===== src/rtl/core/accel_capture_peak_tracker_defines.svh =====
`ifndef ACCEL_CAPTURE_PEAK_TRACKER_DEFINES_SVH
`define ACCEL_CAPTURE_PEAK_TRACKER_DEFINES_SVH

// same-cycle implication check
`define ACPT_CHECK_NOW(lbl, clk, rst, ante, cons, msg) \
   lbl: assert property (@(posedge clk) disable iff (rst) (ante) |-> (cons)) else $error(msg);

// next-cycle implication check
`define ACPT_CHECK_NEXT(lbl, clk, rst, ante, cons, msg) \
   lbl: assert property (@(posedge clk) disable iff (rst) (ante) |=> (cons)) else $error(msg);

`endif


===== src/rtl/core/acpt_pkg.sv =====
`timescale 1ns / 1ps

package acpt_pkg;

   localparam int NUM_AXES     = 3;
   localparam int AXIS_W       = 8;
   localparam int PEAK_W       = 7;
   localparam int PROD_W       = 18;
   localparam int COUNTS_SHIFT = 6;
   localparam int MG_W         = PROD_W - COUNTS_SHIFT;
   localparam int MG_SUM_W     = 14;
   localparam int PEAK_MG_W    = 13;
   localparam int MG_PER_G     = 1000;
   localparam int MG_PEAK_MAX  = 5952;

   typedef struct packed {
      logic [7:0] accel_x;
      logic [7:0] accel_y;
      logic [7:0] accel_z;
      logic       last_sample;
   } acpt_req_type;

   typedef struct packed {
      logic [6:0]        peak_x;
      logic [6:0]        peak_y;
      logic [6:0]        peak_z;
      logic signed [7:0] trough_x;
      logic signed [7:0] trough_y;
      logic signed [7:0] trough_z;
      logic [12:0]       peak_milli_g;
   } acpt_rsp_type;

   typedef struct packed {
      logic load;
      logic last;
   } acpt_lane_ctrl_type;

   typedef struct packed {
      logic [PEAK_W-1:0]        hi;
      logic signed [AXIS_W-1:0] lo;
      logic signed [MG_W-1:0]   mg;
   } acpt_lane_out_type;

endpackage


===== src/rtl/core/acpt_lane.sv =====
`timescale 1ns / 1ps

module acpt_lane (
   input  logic                          clock,
   input  logic                          reset,
   input  acpt_pkg::acpt_lane_ctrl_type  ctrl,
   input  logic [acpt_pkg::AXIS_W-1:0]   sample,
   output acpt_pkg::acpt_lane_out_type   result
);
   import acpt_pkg::*;

   localparam logic signed [PROD_W-1:0] ROUND_BIAS = PROD_W'((1 << COUNTS_SHIFT) - 1);

   logic signed [AXIS_W-1:0] value;
   logic [PEAK_W-1:0]        hi_ff, hi_in, hi_upd;
   logic signed [AXIS_W-1:0] lo_ff, lo_in, lo_upd;
   logic signed [PROD_W-1:0] prod;
   logic signed [PROD_W-1:0] biased;
   acpt_lane_out_type        result_ff, result_in;

   assign value = $signed(sample);

   always_comb begin
      hi_upd = hi_ff;
      lo_upd = lo_ff;
      if (value > $signed({1'b0, hi_ff})) begin
         hi_upd = value[PEAK_W-1:0];
      end
      if (value < lo_ff) begin
         lo_upd = value;
      end
      prod   = PROD_W'(value * MG_PER_G);
      // truncate toward zero: bias negative products before the shift
      biased = prod + (prod[PROD_W-1] ? ROUND_BIAS : '0);

      result_in.hi = hi_upd;
      result_in.lo = lo_upd;
      result_in.mg = biased[PROD_W-1:COUNTS_SHIFT];

      hi_in = hi_ff;
      lo_in = lo_ff;
      if (ctrl.load) begin
         hi_in = ctrl.last ? '0 : hi_upd;
         lo_in = ctrl.last ? '0 : lo_upd;
      end
   end

   always_ff @(posedge clock) begin
      if (reset) begin
         hi_ff <= '0;
         lo_ff <= '0;
      end else begin
         hi_ff <= hi_in;
         lo_ff <= lo_in;
      end
   end

   always_ff @(posedge clock) begin
      if (ctrl.load) begin
         result_ff <= result_in;
      end
   end

   assign result = result_ff;

endmodule


===== src/rtl/core/acpt_merge.sv =====
`timescale 1ns / 1ps

module acpt_merge (
   input  logic                          clock,
   input  logic                          reset,
   input  logic                          take,
   input  logic                          last,
   input  acpt_pkg::acpt_lane_out_type   lanes [acpt_pkg::NUM_AXES],
   output logic                          take_ready,
   output logic                          rsp_valid,
   input  logic                          rsp_ready,
   output acpt_pkg::acpt_rsp_type        rsp_data
);
   import acpt_pkg::*;

   logic signed [MG_SUM_W-1:0] g_sum;
   logic [PEAK_MG_W-1:0]       peak_ff, peak_in, peak_upd;
   logic                       rsp_valid_ff, rsp_valid_in;
   acpt_rsp_type               rsp_ff, rsp_in;

   assign take_ready = !last || !rsp_valid_ff || rsp_ready;

   always_comb begin
      g_sum = MG_SUM_W'(lanes[0].mg) + MG_SUM_W'(lanes[1].mg) + MG_SUM_W'(lanes[2].mg);
      peak_upd = peak_ff;
      if (g_sum > $signed({1'b0, peak_ff})) begin
         peak_upd = g_sum[PEAK_MG_W-1:0];
      end

      rsp_in.peak_x       = lanes[0].hi;
      rsp_in.peak_y       = lanes[1].hi;
      rsp_in.peak_z       = lanes[2].hi;
      rsp_in.trough_x     = lanes[0].lo;
      rsp_in.trough_y     = lanes[1].lo;
      rsp_in.trough_z     = lanes[2].lo;
      rsp_in.peak_milli_g = peak_upd;

      peak_in      = peak_ff;
      rsp_valid_in = rsp_valid_ff && !rsp_ready;
      if (take) begin
         peak_in = last ? '0 : peak_upd;
         if (last) begin
            rsp_valid_in = 1'b1;
         end
      end
   end

   always_ff @(posedge clock) begin
      if (reset) begin
         peak_ff      <= '0;
         rsp_valid_ff <= 1'b0;
      end else begin
         peak_ff      <= peak_in;
         rsp_valid_ff <= rsp_valid_in;
      end
   end

   always_ff @(posedge clock) begin
      if (take && last) begin
         rsp_ff <= rsp_in;
      end
   end

   assign rsp_valid = rsp_valid_ff;
   assign rsp_data  = rsp_ff;

endmodule


===== src/rtl/core/accel_capture_peak_tracker.sv =====
// path: a last-flagged transaction passes the lane result registers, then the merge response
// register before rsp_valid rises; merge_ready can hold it between the two
// throughput: one sample per cycle when not stalled; three axis lanes and one merge stage, fully pipelined
// a transaction stalls only while a finished result waits and the next one in flight is last
// reset clears all extremes, the milli-g peak and both pipeline valid flags
`timescale 1ns / 1ps
`include "accel_capture_peak_tracker_defines.svh"

module accel_capture_peak_tracker (
   input  logic                   clock,
   input  logic                   reset,
   input  logic                   req_valid,
   output logic                   req_ready,
   input  acpt_pkg::acpt_req_type req_data,
   output logic                   rsp_valid,
   input  logic                   rsp_ready,
   output acpt_pkg::acpt_rsp_type rsp_data
);
   import acpt_pkg::*;

   logic                     req_accept;
   logic                     s1_valid_ff, s1_valid_in;
   logic                     s1_last_ff;
   logic                     s1_take;
   logic                     merge_ready;
   acpt_lane_ctrl_type       lane_ctrl;
   logic [AXIS_W-1:0]        samples [NUM_AXES];
   acpt_lane_out_type        lane_res [NUM_AXES];

   assign req_ready  = !s1_valid_ff || merge_ready;
   assign req_accept = req_valid && req_ready;
   assign s1_take    = s1_valid_ff && merge_ready;

   assign lane_ctrl.load = req_accept;
   assign lane_ctrl.last = req_data.last_sample;

   assign samples[0] = req_data.accel_x;
   assign samples[1] = req_data.accel_y;
   assign samples[2] = req_data.accel_z;

   always_comb begin
      s1_valid_in = s1_valid_ff;
      if (req_accept) begin
         s1_valid_in = 1'b1;
      end else if (s1_take) begin
         s1_valid_in = 1'b0;
      end
   end

   always_ff @(posedge clock) begin
      if (reset) begin
         s1_valid_ff <= 1'b0;
      end else begin
         s1_valid_ff <= s1_valid_in;
      end
   end

   always_ff @(posedge clock) begin
      if (req_accept) begin
         s1_last_ff <= req_data.last_sample;
      end
   end

   for (genvar i = 0; i < NUM_AXES; i++) begin : g_lane
      acpt_lane u_lane (
         .clock  (clock),
         .reset  (reset),
         .ctrl   (lane_ctrl),
         .sample (samples[i]),
         .result (lane_res[i])
      );
   end

   acpt_merge u_merge (
      .clock      (clock),
      .reset      (reset),
      .take       (s1_take),
      .last       (s1_last_ff),
      .lanes      (lane_res),
      .take_ready (merge_ready),
      .rsp_valid  (rsp_valid),
      .rsp_ready  (rsp_ready),
      .rsp_data   (rsp_data)
   );

   `ACPT_CHECK_NOW(a_ready_only_on_backpressure, clock, reset, !req_ready,
      rsp_valid && !rsp_ready && s1_valid_ff && s1_last_ff,
      "input stalled without output backpressure")
   `ACPT_CHECK_NEXT(a_last_yields_result, clock, reset, s1_take && s1_last_ff,
      rsp_valid, "last transaction produced no result")
   `ACPT_CHECK_NOW(a_peak_in_range, clock, reset, rsp_valid,
      rsp_data.peak_milli_g <= PEAK_MG_W'(MG_PEAK_MAX), "milli-g peak out of range")
   `ACPT_CHECK_NOW(a_troughs_nonpositive, clock, reset, rsp_valid,
      (rsp_data.trough_x <= 0) && (rsp_data.trough_y <= 0) && (rsp_data.trough_z <= 0),
      "trough above zero")

endmodule

===== config.mk =====
export PLATFORM = sky130hd
export DESIGN_NAME = accel_capture_peak_tracker
export DESIGN_NICKNAME = d
export VERILOG_FILES = /design/src/rtl/core/acpt_pkg.sv /design/src/rtl/core/acpt_lane.sv /design/src/rtl/core/acpt_merge.sv /design/src/rtl/core/accel_capture_peak_tracker.sv
export VERILOG_INCLUDE_DIRS = /design/src /design/src/rtl/core
export SDC_FILE = /design/constraint.sdc
export NUM_CORES = 1
export LEC_CHECK = 0
export BUFFER_PORTS_ARGS = -buffer_cell sky130_fd_sc_hd__buf_2
export CAP_MARGIN = 25
export CORE_UTILIZATION = 50
export DETAILED_ROUTE_END_ITERATION = 16
export PLACE_DENSITY = 0.71
export SYNTH_ARGS = -nofsm -noshare
export SYNTH_HDL_FRONTEND = slang
export SYNTH_SLANG_ARGS = --single-unit
export TNS_END_PERCENT = 30

===== constraint.sdc =====
create_clock -name clock -period 8.3 [get_ports clock]
set_clock_uncertainty 0.2 [all_clocks]
set_input_delay 1.66 -clock clock [delete_from_list [all_inputs] [get_ports clock]]
set_output_delay 1.66 -clock clock [all_outputs]
set_load 0.005 [all_outputs]

==> impl_metrics.json, run 1 <==
{
  "diodes": 0,
  "grt_util_all_layers_pct": 20.4,
  "core-area_mm2": 0.0287,
  "cts_buffer_depth": 2,
  "portBuffers": 88,
  "synth_edf_count": 140,
  "relSlewSlack_pct": 34.5,
  "tritoncts": "yes",
  "dieArea_mm2": 0.0299,
  "ant_nets": 0,
  "cts_root_buf": "clkbuf_16",
  "grt_pass1_wl_mm": 49.1,
  "drv_cap": 0,
  "crit_arrival_ns": 6.41,
  "drt-initial-drc-count": 643,
  "seq_area_frac_synth_pct": 37.0,
  "netlist_top_cells_count": "272 x inv_1, 180 x ha_1, 140 x edfxtp_1",
  "setup_violations": 0,
  "worst_skew_pair.late_latency_ns": 0.46,
  "rsz0062_at_grt": "false",
  "syn_area_mm2": 0.0146,
  "post_cts_buffers": 0,
  "rows": 62,
  "synth_ff_type": "edfxtp_1",
  "syn_inst": 1366,
  "hpwl_mm": 22.6,
  "drive_gt1_share_pct": 11.4,
  "design_area_mm2": 0.0161,
  "power.leakage_nw": 7.12,
  "syn_nets": 1664,
  "synthDistinctLibCells": 72,
  "period_needed_ns": 6.41,
  "crit_type": "input pin to flip-flop",
  "synth_top_area_cell": "edfxtp_1",
  "h-tree-depth": 4,
  "maxClockFrequency_mhz": 156,
  "nFillCells": 2476,
  "multi_input_area_mm2": 0.00812,
  "viasPerCell": 5.37,
  "dr_total_vias": 10007,
  "crit_required_ns": 8.29,
  "path_max_fanout": 14,
  "ys.warnings.count": 0,
  "gr-total-overflow": 0,
  "area.sequential_mm2": 0.00541,
  "first_global_vias": 9984,
  "async_reset_ff_share_pct": 0,
  "timing.setup.tns_ns": 0,
  "die_w_um": 173,
  "place.gp.congestion": 0.852,
  "post-route-period-util_pct": 77.3,
  "drc": 0,
  "synth.area.top_cells": "edfxtp_1 29%, ha_1 15%, fa_1 12%",
  "fp.dieH_um": 173,
  "initial_core_util_pct": 50.9,
  "worst_pin_slew_ns": 0.981,
  "hold_viol_final": 0,
  "synthDominantCellAreaShare_pct": 28.8,
  "fin_nets": 1763,
  "ys_seq_elements": 200,
  "peakVddDrop_v": 0.000340,
  "synth.most_common_cell": "inv_1",
  "powerDensity_mw_per_mm2": 448,
  "cts_buffers": 17,
  "finalMaxSlewViolations": 0,
  "cp-end-kind": "flip-flop",
  "area_growth_pct": 10.6,
  "status": "finished clean",
  "grt_max_degree": 54,
  "wl_per_cell_um": 15.8,
  "syn_area_per_cell_um2": 10.7,
  "cts-hold-fix-buffers": 0,
  "antenna_found_initial": 0,
  "hp-class": "flip-flop to flip-flop",
  "start_kind": "input pin",
  "clkTransAtPathRegs_ns": 0.08,
  "ctsResizeCount": 0,
  "drt_wl_total_mm": 29.5,
  "placedInstanceArea_mm2": 0.0155,
  "firstDrtPassIters": 5,
  "clkSinkCount": 200,
  "io_pins": 89
}
path summary, 6_finish.rpt:
| path | cells after the start | to | startpoint | slack (ns) |
|---|---|---|---|---|
| setup / recovery | 17 | g_lane[1].u_lane.result[5] | req_data[16] | 1.89 |
| hold / removal | 0 | u_merge.rsp_data[53] | g_lane[0].u_lane.result[22] | 0.22 |
| setup reg to reg | 16 | u_merge.peak_ff[12] | g_lane[1].u_lane.result[1] | 2.09 |
| hold reg to reg | 0 | u_merge.rsp_data[53] | g_lane[0].u_lane.result[22] | 0.22 |
metal layers:
| layer | vias up | wire length [um] | GRT usage, % |
|---|---|---|---|
| li1 | 4935 | - | - |
| met1 | 4886 | 14000 | 27.7 |
| met2 | 165 | 14300 | 34.9 |
| met3 | 21 | 889 | 2.77 |
| met4 | 0 | 297 | 4.39 |
| met5 | - | 0 | 0 |
where the power goes:
group	internal, W	leakage (nW)	switching (W)
registers	0.00146	1.84	0.000106
clock network	0.000419	0.298	0.000441
logic	0.00208	4.98	0.00274
total	0.00395	7.12	0.00328
state kept, by name (all words and copies together) (netlist names):
register              flops
u_merge.peak_ff          13
g_lane.u_lane.hi_ff      21
s1_last_ff                1
s1_valid_ff               1
g_lane.u_lane.lo_ff      24
g_lane.u_lane.result     81
u_merge.rsp_valid         1
u_merge.rsp_data         58
cells in the final DEF (no fill, tap or decap), types with 4 or more instances in the layout:
master | Yosys | final
a211o_1 | 4 | 4
a211oi_1 | 16 | 16
a21o_1 | 18 | 18
a21oi_1 | 38 | 38
a22o_1 | 30 | 30
a31oi_1 | 13 | 12
a32o_1 | 16 | 16
and2_1 | 6 | 6
and3_1 | 12 | 12
buf_2 | 3 | 88
buf_4 | 1 | 9
clkbuf_16 | 0 | 17
clkinv_8 | 0 | 4
dfxtp_1 | 60 | 60
edfxtp_1 | 140 | 140
fa_1 | 89 | 89
ha_1 | 180 | 180
inv_1 | 272 | 271
inv_6 | 0 | 4
inv_8 | 0 | 4
mux2_2 | 20 | 20
mux2i_1 | 13 | 13
nand2_1 | 59 | 59
nand2b_1 | 14 | 14
nand3_1 | 24 | 24
nand3b_1 | 4 | 4
nand4_1 | 11 | 11
nand4b_1 | 4 | 4
nor2_1 | 54 | 54
nor2b_1 | 9 | 9
nor3_1 | 23 | 23
nor3b_1 | 8 | 8
o211ai_1 | 4 | 4
o21a_1 | 15 | 15
o21ai_0 | 56 | 56
o31ai_1 | 5 | 5
or2_2 | 7 | 7
or3_1 | 7 | 7
xnor2_1 | 33 | 33
xor2_1 | 36 | 36
cells by family (layout without fill, tap and decap cells):
group / after synthesis / after routing / share of synthesized area (%)
AO/OA/AOI/OAI: 254 / 254 / 12.5
XOR/XNOR: 69 / 69 / 4.14
adder cells (fa/ha/maj): 269 / 269 / 27.6
buffers and inverters: 289 / 401 / 7.48
flip-flops: 200 / 200 / 37.0
multiplexers: 33 / 33 / 2.43
AND/OR/NAND/NOR: 252 / 252 / 8.84
stage by stage:
step	util [%]	std cells	power (W)	hold WS [ns]	worst slack, ns
3_5_place_dp	54.1	1828	0.00637	0.205	1.44
2_1_floorplan	-	1366	0.00536	0.200	0.674
4_1_cts	56.2	1860	0.00726	0.224	1.93
6_report	56.2	1862	0.00723	0.222	1.89
5_1_grt	56.2	1862	0.00792	0.224	1.67
3_3_place_gp	54.0	1827	0.00623	0.201	1.55
area by class of cell:
| class | instances | share of cell area (%) |
|---|---|---|
| clock buffer | 18 | 2.72 |
| clock inverter | 14 | 1.05 |
| inverter | 272 | 6.33 |
| multi-input combinational | 877 | 50.3 |
| sequential | 200 | 33.5 |
| tap | 384 | 2.98 |
| timing repair buffer | 97 | 3.15 |
critical path: stages:
cell and delay, ns:
buf_2 0.29, inv_1 0.14, fa_1 0.47, fa_1 0.49
inv_1 0.05, fa_1 0.53, inv_1 0.06, fa_1 0.53
inv_1 0.05, ha_1 0.35, or3_1 0.43, a31oi_1 0.19
a21oi_1 0.09, mux2i_1 0.21, a21boi_0 0.52, nand3_1 0.17
xnor2_1 0.16
(Power assumes the default switching activity.)
==> run 2: changes to the inputs <==
--- a/config.mk
+++ b/config.mk
@@ -10,7 +10,7 @@
 export CAP_MARGIN = 25
 export CORE_UTILIZATION = 50
 export DETAILED_ROUTE_END_ITERATION = 16
-export PLACE_DENSITY = 0.71
+export PLACE_DENSITY = 0.73
 export SYNTH_ARGS = -nofsm -noshare
 export SYNTH_HDL_FRONTEND = slang
 export SYNTH_SLANG_ARGS = --single-unit
==> constraint.sdc (replaced) <==
create_clock -name clock -period 5.4 [get_ports clock]
set_clock_uncertainty 0.2 [all_clocks]
set_input_delay 1.08 -clock clock [delete_from_list [all_inputs] [get_ports clock]]
set_output_delay 1.08 -clock clock [all_outputs]
set_load 0.005 [all_outputs]
==> run 2 against run 1 <==
Count of clock-buffer cells in the layout did not move; sequential share of layout area fell by 2.7 points; worst setup slack got worse by 1.8 ns; die area unchanged; utilization increased by 5.0 points; worst hold slack worse by 0.0018 ns; non-clock buffer count up 156; flip-flop and latch count is the same; critical path depth stayed put; critical path type unchanged; critical endpoint is now g_lane[2].u_lane.result[8].
==> impl_metrics.json, run 2 (same netlist as run 1, synthesis figures left out) <==
{
  "cp-end-kind": "flip-flop",
  "relSlewSlack_pct": 27.8,
  "diodes": 0,
  "io_pins": 89,
  "worstHoldStart": "g_lane[2].u_lane.result[23]",
  "setup_violations": 0,
  "whs_endpoint": "u_merge.rsp_data[40]",
  "h-tree-depth": 4,
  "cts_buffers": 17,
  "dieArea_mm2": 0.0299,
  "worst_pin_slew_ns": 1.08,
  "period_needed_ns": 5.36,
  "rr_worst_depth": 19,
  "initial_core_util_pct": 50.9,
  "drive_gt1_share_pct": 22.4,
  "dr_total_vias": 10764,
  "instances_no_fill": 2019,
  "largest_reg_flops": 81,
  "rsz0062_at_grt": "true",
  "grt_pass1_wl_mm": 50.4,
  "crit_type": "input pin to flip-flop",
  "portBuffers": 88,
  "r2r_setup_slack_ns": 0.29,
  "crit_required_ns": 5.40,
  "final_common_cell": "inv_1",
  "drc": 0,
  "finish.utilization_pct": 61.3,
  "path_max_fanout": 5,
  "fp.dieH_um": 173,
  "hold_viol_final": 0,
  "cts_buffer_depth": 2,
  "first_global_vias": 10595,
  "hp-class": "flip-flop to flip-flop",
  "grt_max_degree": 70,
  "design_area_mm2": 0.0176,
  "drt_wl_total_mm": 31.0,
  "firstDrtPassIters": 5,
  "cts_root_buf": "clkbuf_16",
  "gr-total-overflow": 0,
  "status": "finished clean",
  "viasPerCell": 5.33,
  "rows": 62,
  "drv_cap": 0,
  "core-area_mm2": 0.0287,
  "clkTransAtPathRegs_ns": 0.08,
  "worst_skew_pair.late_latency_ns": 0.44,
  "hpwl_mm": 23.4,
  "fin_nets": 1920,
  "area_growth_pct": 20.4,
  "dp.cells": 1976,
  "tritoncts": "yes",
  "holdPathStages": 0,
  "final_cell_mix": "260 x inv_1, 176 x ha_1, 163 x buf_4",
  "maxClockFrequency_mhz": 187,
  "placedInstanceArea_mm2": 0.0166,
  "drt-initial-drc-count": 566,
  "grt_util_all_layers_pct": 21.0,
  "wl_per_cell_um": 15.4,
  "crit_arrival_ns": 5.36,
  "place.gp.congestion": 0.877,
  "die_w_um": 173,
  "post-route-period-util_pct": 99.2,
  "clkSinkCount": 200,
  "ant_nets": 0,
  "reg2reg_to": "u_merge.rsp_data[3]",
  "rr_startpoint": "g_lane[1].u_lane.result[1]",
  "finalMaxSlewViolations": 0,
  "start_kind": "input pin",
  "antenna_found_initial": 0
}
[run 2: cell count changes in the layout (fill, tap and decap cells not counted), moves of 3 or more]
cell | before | now
buf_6 | 0 | 3
inv_1 | 271 | 260
inv_6 | 4 | 1
a21oi_2 | 0 | 3
or3_4 | 0 | 3
ha_4 | 0 | 4
nor3_1 | 23 | 20
buf_4 | 9 | 163
ha_1 | 180 | 176
inv_2 | 1 | 9
a21oi_1 | 38 | 35
or3_1 | 7 | 4
clkinvlp_4 | 0 | 5
[run 2: critical path: stages]
cell        delay [ns]
buf_6             0.09
clkinvlp_4        0.14
fa_1              0.47
fa_1              0.49
inv_1             0.05
fa_1              0.53
inv_1             0.05
fa_1              0.52
inv_1             0.04
ha_1              0.22
or3_4             0.39
nor2_2            0.12
a22oi_2           0.09
a221o_1           0.44
o211ai_4          0.35
nor3_2            0.09
o21ba_1           0.19
[run 2: worst max path at each step]
stage,depth (start not counted),startpoint,endpoint,slack [ns]
finish,17,req_data[6],g_lane[2].u_lane.result[8],0.04
global route,17,req_data[6],g_lane[2].u_lane.result[8],-0.07
CTS,18,req_data[6],g_lane[2].u_lane.result[10],0.002
detailed placement,17,req_data[15],g_lane[1].u_lane.result[11],-0.44
global placement,17,req_data[7],g_lane[2].u_lane.result[3],-0.35
floorplan,16,req_data[15],g_lane[1].u_lane.result[5],-0.27
[run 2: routing by layer]
metal  vias to the layer above  wire [um]  global-route usage, %
met1                      5262      14200                   27.7
met5                         -          0                      0
met4                         0        588                   6.56
li1                       5259          -                      -
met2                       201      15000                   35.8
met3                        42       1220                   2.75
[run 2: cell type report]
| type | count | area, um^2 |
|---|---|---|
| fillers | 2339 | 11100 |
| multi-input cells | 878 | 8370 |
| flip-flops and latches | 200 | 5410 |
| repair buffers | 253 | 1710 |
| inverters | 272 | 1030 |
| well taps | 384 | 480 |
| clock buffers | 18 | 429 |
| clock inverters | 14 | 161 |
[run 2: timing repair]
action,in CTS,in global routing
setup buffers,0,9
hold buffers,0,0
resized for setup,1,61
pin swaps,0,29
gates cloned,0,1
hold endpoints to repair,0,0
setup endpoints to repair,9,50
[run 2: stage by stage]
step	setup slack (ns)	TNS, ns	hold slack, ns
finish	0.0428	0	0.220
detailed placement	-0.442	-11.58	0.205
floorplan	-0.267	-3.37	0.200
global placement	-0.354	-9.12	0.201
CTS	0.00170	0	0.221
global route	-0.0704	-0.533	0.225
Power of run 2 is left out: the tool's default activity adds up to more than one toggle a clock period on the data nets, which glitch-free logic cannot reach.
==> run 3: changes to the inputs <==
--- a/config.mk
+++ b/config.mk
@@ -10,7 +10,7 @@
 export CAP_MARGIN = 25
 export CORE_UTILIZATION = 50
 export DETAILED_ROUTE_END_ITERATION = 16
-export PLACE_DENSITY = 0.73
+export PLACE_DENSITY = 0.71
 export SYNTH_ARGS = -nofsm -noshare
 export SYNTH_HDL_FRONTEND = slang
 export SYNTH_SLANG_ARGS = --single-unit
==> constraint.sdc (replaced) <==
create_clock -name clock -period 5.95 [get_ports clock]
set_clock_uncertainty 0.2 [all_clocks]
set_input_delay 1.19 -clock clock [delete_from_list [all_inputs] [get_ports clock]]
set_output_delay 1.19 -clock clock [all_outputs]
set_load 0.005 [all_outputs]
==> run 3 against run 2 <==
Via count decreased by 4.6%; flip-flop and latch count unchanged; global-route usage shrank 0.063 points; worst hold slack got worse by 0.00077 ns; wire length down 3.1%; sequential share of layout area rose by 1.8 points; critical path depth unchanged; final cell count fell by 4.8%; worst setup slack improved by 0.29 ns; register-to-register slack improved by 0.11 ns; die area stayed put; design area is 5.6% lower.
==> impl_metrics.json, run 3 (same netlist as run 1, synthesis figures left out) <==
{
  "hp-class": "flip-flop to flip-flop",
  "relSlewSlack_pct": 22.8,
  "first_global_vias": 10347,
  "cp.buffers_inverters": 5,
  "crit_arrival_ns": 5.61,
  "drv_cap": 0,
  "start_kind": "input pin",
  "diodes": 0,
  "slowest_delay_ns": 0.54,
  "setup_violations": 0,
  "maxClockFrequency_mhz": 178,
  "cts_buffers": 17,
  "path_delay_family": "adder cells",
  "tritoncts": "yes",
  "worst_skew_pair.late_latency_ns": 0.45,
  "post_cts_buffers": 0,
  "drc": 0,
  "gr-total-overflow": 0,
  "crit_required_ns": 5.94,
  "r2r_setup_slack_ns": 0.40,
  "finalMaxSlewViolations": 0,
  "portBuffers": 88,
  "firstDrtPassIters": 5,
  "cts_buffer_depth": 2,
  "hpwl_mm": 23.3,
  "peakVddDrop_v": 0.000639,
  "wl_per_cell_um": 15.6,
  "initial_core_util_pct": 50.9,
  "path_max_fanout": 5,
  "post-route-period-util_pct": 94.4,
  "final_common_cell": "inv_1",
  "core-area_mm2": 0.0287,
  "area_growth_pct": 13.7,
  "worst_pin_slew_ns": 1.16,
  "ant_nets": 0,
  "viasPerCell": 5.34,
  "final_cell_mix": "271 x inv_1, 180 x ha_1, 140 x edfxtp_1",
  "drive_gt1_share_pct": 14.9,
  "hold_viol_final": 0,
  "rsz0062_at_grt": "false",
  "largest_reg_flops": 81,
  "power.leakage_nw": 7.41,
  "io_pins": 89,
  "cp-end-kind": "flip-flop",
  "clkSinkCount": 200,
  "crit_chain": "buf_2 > inv_1 > fa_1 > fa_1 > inv_1 > fa_1 > inv_1 > fa_1 > inv_1 > ha_1 > or3_1 > a31oi_1 > a21oi_1 > mux2i_1 > a211oi_1 > and3_1 > xor2_1",
  "grt_util_all_layers_pct": 20.9,
  "timing.setup.tns_ns": 0,
  "dieArea_mm2": 0.0299,
  "cts_root_buf": "clkbuf_16",
  "grt_pass1_wl_mm": 50.4,
  "cp_slowest_cell": "fa_1",
  "finish.utilization_pct": 57.8,
  "antenna_found_initial": 0,
  "fp.dieH_um": 173,
  "period_needed_ns": 5.62,
  "powerDensity_mw_per_mm2": 636,
  "cts-hold-fix-buffers": 0,
  "fin_nets": 1824,
  "dr_total_vias": 10264,
  "status": "finished clean",
  "rows": 62,
  "grt_max_degree": 70,
  "die_w_um": 173,
  "ctsResizeCount": 0,
  "drt_wl_total_mm": 30.0,
  "crit_type": "input pin to flip-flop",
  "place.gp.congestion": 0.868,
  "h-tree-depth": 4,
  "clkTransAtPathRegs_ns": 0.08,
  "drt-initial-drc-count": 513
}
[run 3: changes by cell type in the layout (fill, tap and decap cells not counted), sizes merged]
cell	delta
buf	-95
clkinvlp	-5
clkinv	+4
inv	+3
bufinv	-1
clkbuf	-1
o211ai	-1
[run 3: cell type report]
cell class	instances	area, um^2
repair buffers	158	966
clock buffers	17	425
clock inverters	15	183
fillers	2451	12100
well taps	384	480
flip-flops and latches	200	5410
multi-input cells	877	8120
inverters	272	1020
[run 3: worst paths after layout]
check                           depth (start not counted)                     endpoint                        start
worst max-delay path                                   17  g_lane[1].u_lane.result[10]                 req_data[15]
worst min-delay path                                    0         u_merge.rsp_data[23]  g_lane[1].u_lane.result[14]
worst max register to register                         18          u_merge.rsp_data[0]   g_lane[0].u_lane.result[1]
worst min register to register                          0         u_merge.rsp_data[23]  g_lane[1].u_lane.result[14]
[run 3: where the power goes]
| part | switching (W) | internal (W) |
|---|---|---|
| Clock | 0.000601 | 0.000571 |
| Sequential | 0.000149 | 0.00203 |
| Combinational | 0.00391 | 0.00329 |
| Total | 0.00466 | 0.00589 |
[run 3: per-stage QoR]
step / hold slack [ns] / worst slack [ns] / std cells / power, W / instance area [um^2]
global placement: 0.200 / 0.0542 / 1890 / 0.00915 / 16000
CTS: 0.221 / 0.338 / 1922 / 0.0106 / 16600
finish: 0.220 / 0.332 / 1923 / 0.0106 / 16600
detailed placement: 0.205 / -0.0954 / 1890 / 0.00935 / 16000
floorplan: 0.200 / 0.173 / 1366 / 0.00748 / 14600
global route: 0.220 / 0.0725 / 1923 / 0.0116 / 16600
[run 3: routing by layer]
layer | share of wire (%) | global-route usage, % | routed length (um)
met1 | 47 | 27.8 | 14000
met2 | 50 | 36.2 | 14900
met3 | 2.9 | 2.90 | 863
met4 | 1.1 | 4.79 | 317
met5 | 0 | 0 | 0
